`config.mk`:
```
export PLATFORM = sky130hd
export DESIGN_NAME = fogg_regs
export DESIGN_NICKNAME = d
export VERILOG_FILES = /design/src/fog_factor_table_generator_defines.svh /design/src/fogg_pkg.sv /design/src/fogg_regs.sv
export SDC_FILE = /design/constraint.sdc
export NUM_CORES = 1
export LEC_CHECK = 0
export BUFFER_PORTS_ARGS = -buffer_cell sky130_fd_sc_hd__buf_2
export CAP_MARGIN = 10
export CORE_ASPECT_RATIO = 2
export CORE_MARGIN = 2
export CORE_UTILIZATION = 47
export CTS_CLUSTER_DIAMETER = 100
export DETAILED_ROUTE_END_ITERATION = 10
export HOLD_SLACK_MARGIN = 0.1
export PLACE_DENSITY = 0.95
export SETUP_SLACK_MARGIN = 0.1
export SYNTH_ARGS = -nofsm -noshare
export SYNTH_HDL_FRONTEND = slang
export SYNTH_SLANG_ARGS = --single-unit
```
`constraint.sdc`:
```
create_clock -name clk -period 1.9 [get_ports clk]
set_input_delay 0.285 -clock clk [delete_from_list [all_inputs] [get_ports clk]]
set_output_delay 0.285 -clock clk [all_outputs]
set_load 0.02 [all_outputs]
```
`src/fog_factor_table_generator_defines.svh`:
```
// Assertion macros shared by the fog factor table generator RTL.
// FOGG_ASSERT expects clk and arst_n in the scope of use; FOGG_ASSERT_ALWAYS expects clk.
`ifndef FOG_FACTOR_TABLE_GENERATOR_DEFINES_SVH
`define FOG_FACTOR_TABLE_GENERATOR_DEFINES_SVH

`ifndef SYNTH
`define FOGG_ASSERT(lbl, prop, msg) \
	lbl: assert property (@(posedge clk) disable iff (!arst_n) prop) else $error(msg);
`define FOGG_ASSERT_ALWAYS(lbl, prop, msg) \
	lbl: assert property (@(posedge clk) prop) else $error(msg);
`else
`define FOGG_ASSERT(lbl, prop, msg)
`define FOGG_ASSERT_ALWAYS(lbl, prop, msg)
`endif

`endif

```
`src/fogg_pkg.sv`:
```
`default_nettype none
package fogg_pkg;

	localparam int TABLE_ENTRIES = 512;
	localparam int LOG2_TE = $clog2(TABLE_ENTRIES);
	localparam int IDX_W = 9;
	localparam int DEN_W = 24;
	localparam int OPA_W = 17;
	localparam int VAL_W = 17;
	localparam int MODE_W = 2;
	localparam int ADDR_W = 4;
	localparam int DATA_W = 32;
	localparam int PROD_W = DEN_W + IDX_W + 4;
	localparam int T_W = 25;
	localparam int SQ_W = 2 * T_W;
	localparam int U_W = 33;
	localparam int ACC_W = 31;
	localparam int E_W = 30;
	localparam int NUM_W = 14;
	localparam int AD_W = 24;
	localparam int AN_MAX = (TABLE_ENTRIES > 511) ? TABLE_ENTRIES : 511;
	localparam int DVD_W = $clog2(((AN_MAX * 65536) / TABLE_ENTRIES) + 1);
	localparam int EXP_STEPS = 16;
	localparam int DIV_FIRST = 2;
	localparam int EXP_FIRST = 3;
	localparam int EXP_LAST = EXP_FIRST + EXP_STEPS - 1;
	localparam int DIV_LAST = DIV_FIRST + DVD_W - 1;
	localparam int LAST_STEP = (EXP_LAST > DIV_LAST) ? EXP_LAST : DIV_LAST;
	localparam int ST_BLEND = LAST_STEP + 1;
	localparam int ST_OUT = ST_BLEND + 1;
	localparam int NS = ST_OUT + 1;

	localparam logic [VAL_W-1:0] ONE_Q16 = VAL_W'(65536);
	localparam logic [U_W-1:0] EXP_LIMIT = U_W'(12 * 65536);

	localparam logic [1:0] REG_MODE = 2'd0;
	localparam logic [1:0] REG_DENSITY = 2'd1;
	localparam logic [1:0] REG_OPACITY = 2'd2;

	localparam logic [MODE_W-1:0] RST_MODE = '0;
	localparam logic [DEN_W-1:0] RST_DENSITY = DEN_W'(65536);
	localparam logic [OPA_W-1:0] RST_OPACITY = OPA_W'(65536);

	typedef enum logic [1:0] {
		MODE_EXP  = 2'd0,
		MODE_EXP2 = 2'd1,
		MODE_LIN  = 2'd2,
		MODE_NONE = 2'd3
	} fog_mode_t;

	typedef enum logic [1:0] {
		LIN_ZERO = 2'd0,
		LIN_ONE  = 2'd1,
		LIN_DIV  = 2'd2
	} lin_kind_t;

	typedef struct packed {
		fog_mode_t mode;
		logic [DEN_W-1:0] density;
		logic [OPA_W-1:0] opacity;
	} cfg_t;

	typedef struct packed {
		logic [PROD_W-1:0] prod;
		logic [T_W-1:0] t;
		logic [SQ_W-1:0] sq;
		logic [ACC_W-1:0] acc;
		logic [15:0] frac;
		logic uflow;
		lin_kind_t kind;
		logic [AD_W-1:0] ad;
		logic [DVD_W-1:0] dvd;
		logic [AD_W-1:0] rem;
		logic [DVD_W-1:0] quo;
		logic [2*VAL_W-1:0] pm;
		logic [VAL_W-1:0] fog;
	} stage_t;

	// exp(-n) in Q30
	function automatic logic [ACC_W-1:0] int_exp(input logic [3:0] n);
		case (n)
			4'd0: int_exp = ACC_W'(1073741824);
			4'd1: int_exp = ACC_W'(395007542);
			4'd2: int_exp = ACC_W'(145315153);
			4'd3: int_exp = ACC_W'(53458454);
			4'd4: int_exp = ACC_W'(19666267);
			4'd5: int_exp = ACC_W'(7234816);
			4'd6: int_exp = ACC_W'(2661540);
			4'd7: int_exp = ACC_W'(979126);
			4'd8: int_exp = ACC_W'(360200);
			4'd9: int_exp = ACC_W'(132510);
			4'd10: int_exp = ACC_W'(48748);
			4'd11: int_exp = ACC_W'(17933);
			default: int_exp = '0;
		endcase
	endfunction

	// exp(-2^-k) in Q30
	function automatic logic [E_W-1:0] frac_exp(input int k);
		case (k)
			1: frac_exp = E_W'(651257337);
			2: frac_exp = E_W'(836230973);
			3: frac_exp = E_W'(947573834);
			4: frac_exp = E_W'(1008687096);
			5: frac_exp = E_W'(1040706261);
			6: frac_exp = E_W'(1057095000);
			7: frac_exp = E_W'(1065385899);
			8: frac_exp = E_W'(1069555701);
			9: frac_exp = E_W'(1071646719);
			10: frac_exp = E_W'(1072693760);
			11: frac_exp = E_W'(1073217664);
			12: frac_exp = E_W'(1073479712);
			13: frac_exp = E_W'(1073610760);
			14: frac_exp = E_W'(1073676290);
			15: frac_exp = E_W'(1073709056);
			16: frac_exp = E_W'(1073725440);
			default: frac_exp = E_W'(1073741823);
		endcase
	endfunction

endpackage
`default_nettype wire

```
`src/fogg_regs.sv`:
```
`default_nettype none
module fogg_regs (
	input  wire logic                          clk,
	input  wire logic                          arst_n,
	input  wire logic                          psel,
	input  wire logic                          penable,
	input  wire logic                          pwrite,
	input  wire logic [fogg_pkg::ADDR_W-1:0]   paddr,
	input  wire logic [fogg_pkg::DATA_W-1:0]   pwdata,
	output logic      [fogg_pkg::DATA_W-1:0]   prdata,
	output logic                               pready,
	output fogg_pkg::cfg_t                     cfg
);

	fogg_pkg::cfg_t cfg_q;
	logic wr;

	assign pready = 1'b1;
	assign wr = psel && penable && pwrite;
	assign cfg = cfg_q;

	always_ff @(posedge clk or negedge arst_n) begin
		if (!arst_n) begin
			cfg_q.mode <= fogg_pkg::fog_mode_t'(fogg_pkg::RST_MODE);
			cfg_q.density <= fogg_pkg::RST_DENSITY;
			cfg_q.opacity <= fogg_pkg::RST_OPACITY;
		end else if (wr) begin
			case (paddr[3:2])
				fogg_pkg::REG_MODE: begin
					cfg_q.mode <= fogg_pkg::fog_mode_t'(pwdata[fogg_pkg::MODE_W-1:0]);
				end
				fogg_pkg::REG_DENSITY: begin
					cfg_q.density <= pwdata[fogg_pkg::DEN_W-1:0];
				end
				fogg_pkg::REG_OPACITY: begin
					cfg_q.opacity <= pwdata[fogg_pkg::OPA_W-1:0];
				end
				default: begin
				end
			endcase
		end
	end

	always_comb begin
		case (paddr[3:2])
			fogg_pkg::REG_MODE: prdata = fogg_pkg::DATA_W'(cfg_q.mode);
			fogg_pkg::REG_DENSITY: prdata = fogg_pkg::DATA_W'(cfg_q.density);
			fogg_pkg::REG_OPACITY: prdata = fogg_pkg::DATA_W'(cfg_q.opacity);
			default: prdata = '0;
		endcase
	end

endmodule
`default_nettype wire

```
; Yosys cells after proc, flatten, opt, wreduce, memory -nomap -nowiden
; Index checks and enable logic that the tools add are counted.
[word_totals]
elab_cells = 12
reg_bits = 43
[classes]
n_reduce_logical = 6
mux = 1
n_eq_ne = 2
[ops]
columns = cell, count
row1 = case mux 24 bit (3 select lines), 1
row2 = AND reduction 2 bit, 3
row3 = "== test 2 x 1 -> 1 bit, second input constant", 1
row4 = "== test 2 bit, second input constant", 1
row5 = logical AND 1 bit, 2
row6 = zero test 2 bit, 1

; Depth between registers and ports, before layout
[depth]
ltp_word = 3
ltp_mapped = 5

; Worst setup path before layout
; Ideal clock, no wire load.
[synth_path]
path_kind = input-to-reg
from = input pwrite
to = register cfg_q (netlist bit cfg[10])
setup_ns = 0.125
arrival_ns = 1.326
path_slack_ns = 0.449
path_stages = 5
path_buffers = 2
cell_sequence = nand3_1 or3b_1 buf_6 buf_12 mux2_4
[synth_between]
elab_chain_len = 2
[synth_rtl]
columns = item, line
row1 = "start, declared", fogg_regs.sv:7  ; input wire logic pwrite,
row2 = logical AND 1 bit, fogg_regs.sv:19  ; assign wr = psel && penable && pwrite;
row3 = AND reduction 2 bit (no source line), n/a
row4 = "end, declared", fogg_regs.sv:15  ; fogg_pkg::cfg_t cfg_q;
; Every way passes these cells.
; A chain may end at the register's enable or synchronous reset.

; Final worst setup path
[layout_path]
from = input paddr[3] in the netlist's numbering
to = output prdata[11] in the netlist's numbering
[layout_between]
elab_chain_len = 2
elab_cells_between_ends = 4
cone_classes = 2 x eq/ne / 1 x mux / 1 x reduce/logical
[layout_rtl]
columns = item, line
row1 = "start, declared", fogg_regs.sv:8  ; input wire logic [fogg_pkg::ADDR_W-1:0] paddr,
row2 = "== test 2 bit, or another cell as far along", fogg_regs.sv:45  ; case (paddr[3:2])
row3 = case mux 24 bit (3 select lines) (*), fogg_regs.sv:45
row4 = "end, declared", fogg_regs.sv:10  ; output logic [fogg_pkg::DATA_W-1:0] prdata,
; Mark *: on every way between the ends. The rest lies on a longest branch, timed or not.

==> run metrics <==
CTS tree done; startpoint type of the worst setup path primary input; initial antenna violation count 0; DRT iter0 DRCs 20; Seq/Total Area, Yosys 53.8%; HP Start pwdata[18]; Die Wd 50.2 um; top_reg_cell synth dfrtp_1; worst-path cell with the longest stage delay nor2b_1; Core Util, Final 65.0%; CP Capture Type output pin; Die Height 96.3 um; Clk Latency, worst-skew pair 280 ps; Leak Pwr 1.43 nW; flops & latches, synth 43; setup TNS 0 ps; worst-path cell chain buf_2 > nor2b_1 > buf_4 > a22o_1 > buf_2; placed cell areas 2530 um2; Max IR drop VDD 0.831 mV; cell mode on critical path buf_2; PD cells 1150 nW/um2; total track usage 19.0%; antenna-violating nets left 0; EDFF count, synth 0; Mapped Area 2000 um2; Max Fclk 0.613 GHz; share of layout cells above drive strength 1 65.7%; Worst Hold Class primary input to flip-flop; Yosys Warn Count 0; fin crit share 85.8%; most frequent cells in the layout buf_2, dfrtp_1, mux2_2; DRC Markers 0; Max FO, Critical Path 9; via/cell ratio 4.92; max-slew violation count 0; commonest non-fill, non-tap cell in the layout buf_2; setup slack, reg-to-reg 1110 ps; Area Growth Syn to Fin 32.5%; vias in the first global route 1443; Distinct cells, synth 21; TritonRoute pass-1 iters 4; gr ovfl total 0; port bufs 97; H-tree levels 2; Fin. Hold Viols 0; max reg flops 43; R2R Path End cfg[10]; Hold Path Sink cfg[35]; Worst R2R Start cfg[10]; Setup Buffers After CTS 0; max cap viols 0; Final min period 1630 ps; CP max stage delay 340 ps; maximum clock path buffer count 2; clk slew on worst S/H paths 80 ps; Mean Syn Cell Area 14.4 um2; Setup Crit Path Kind primary input to output pin; Worst EP required 1620 ps; full die area 4830 um2; number of fill cells in the layout 329; cells after synthesis 139; hold path cells 2; DRT Wirelength 4530 um; Starting Density 49.0%; Routability Congestion 0.784; R2R depth 1; Design Area, Final 2660 um2; clock sinks 43; final number of setup-violating endpoints 0; diode count 0; RSZ-0062 raised after global routing no; wire per inst 15.4 um; TritonCTS Buffers 5; status finished clean; DP HPWL 3480 um; first-pass GRT wire length 6830 um; io pins 117; ys async rst share 100%; NumNets Final 282; largest net degree at the start of global routing 24; core area 4090 um2; skew final 0 ps; Critical Path AT 1350 ps; Rows 33; Root Buffer clkbuf_8; via count 1446
synthesized netlist by cell type (all sizes together), types with 2 or more instances:
cell type,instances,share of area (%)
a22o,15,6.6
and2,7,2.2
buf,14,6.3
clkbuf,3,0.56
conb,2,0.37
dfrtp,41,51
dfstp,2,2.6
mux2,43,26
mux2i,2,1.0
nand2,2,0.37
o21ai,2,0.50
how the worst max path moves through the flow:
| stage | startpoint | end | cells after the start |
|---|---|---|---|
| 4_1_cts | paddr[3] | prdata[11] | 5 |
| 3_3_place_gp | paddr[3] | prdata[5] | 4 |
| 2_1_floorplan | pwrite | cfg[10] | 5 |
| 6_report | paddr[3] | prdata[11] | 5 |
| 3_5_place_dp | paddr[3] | prdata[5] | 4 |
| 5_1_grt | paddr[3] | prdata[5] | 5 |
kinds of logic after synthesis:
kind of cell	synth area share [%]
other	0.375
AND/OR/NAND/NOR	4.81
AO/OA/AOI/OAI	7.06
flip-flops	53.8
multiplexers	27.0
buffers and inverters	6.87
critical path, delay by kind of cell:
kind                   cells  cell delay (ps)
buffers and inverters      3              560
AND/OR/NAND/NOR            1              340
AO/OA/AOI/OAI              1              150
layout make-up:
type	count	area, um2	share of cell area [%]
clock buffers	6	82.6	3.11
clock inverters	2	35.0	1.32
multi-input cells	86	821	30.9
flip-flops and latches	43	1080	40.6
well taps	52	65.1	2.45
repair buffers	105	573	21.6
power by group:
part	total [mW]	leakage [nW]	internal (mW)	switching [mW]
clock network	0.709	0.0612	0.425	0.284
logic	1.06	0.845	0.449	0.608
registers	1.30	0.524	1.14	0.158
total	3.06	1.43	2.01	1.05
stage by stage:
step           power (mW)  setup slack, ps  std cells  hold slack [ps]
6_report             3.06              270        294              225
5_1_grt              3.21              192        294              219
4_1_cts              3.10              262        294              214
3_5_place_dp         2.38             20.0        285              262
3_3_place_gp         2.33             78.4        285              263
2_1_floorplan        1.98              449        146            -10.6
routing by layer:
metal / vias to the layer above / track usage, % / wire [um] / part of all wire (%)
li1: 680 / - / - / -
met1: 709 / 19.3 / 1620 / 36
met2: 53 / 37.0 / 2690 / 59
met3: 4 / 2.80 / 161 / 3.6
met4: 0 / 8.10 / 57 / 1.3
met5: - / 0 / 0 / 0
what timing repair did:
action	in CTS	in global routing
hold buffers	1	0
resized for setup	1	0
endpoints found under the setup margin	22	0
endpoints found under the hold margin	19	0
(Power assumes the default switching activity.)
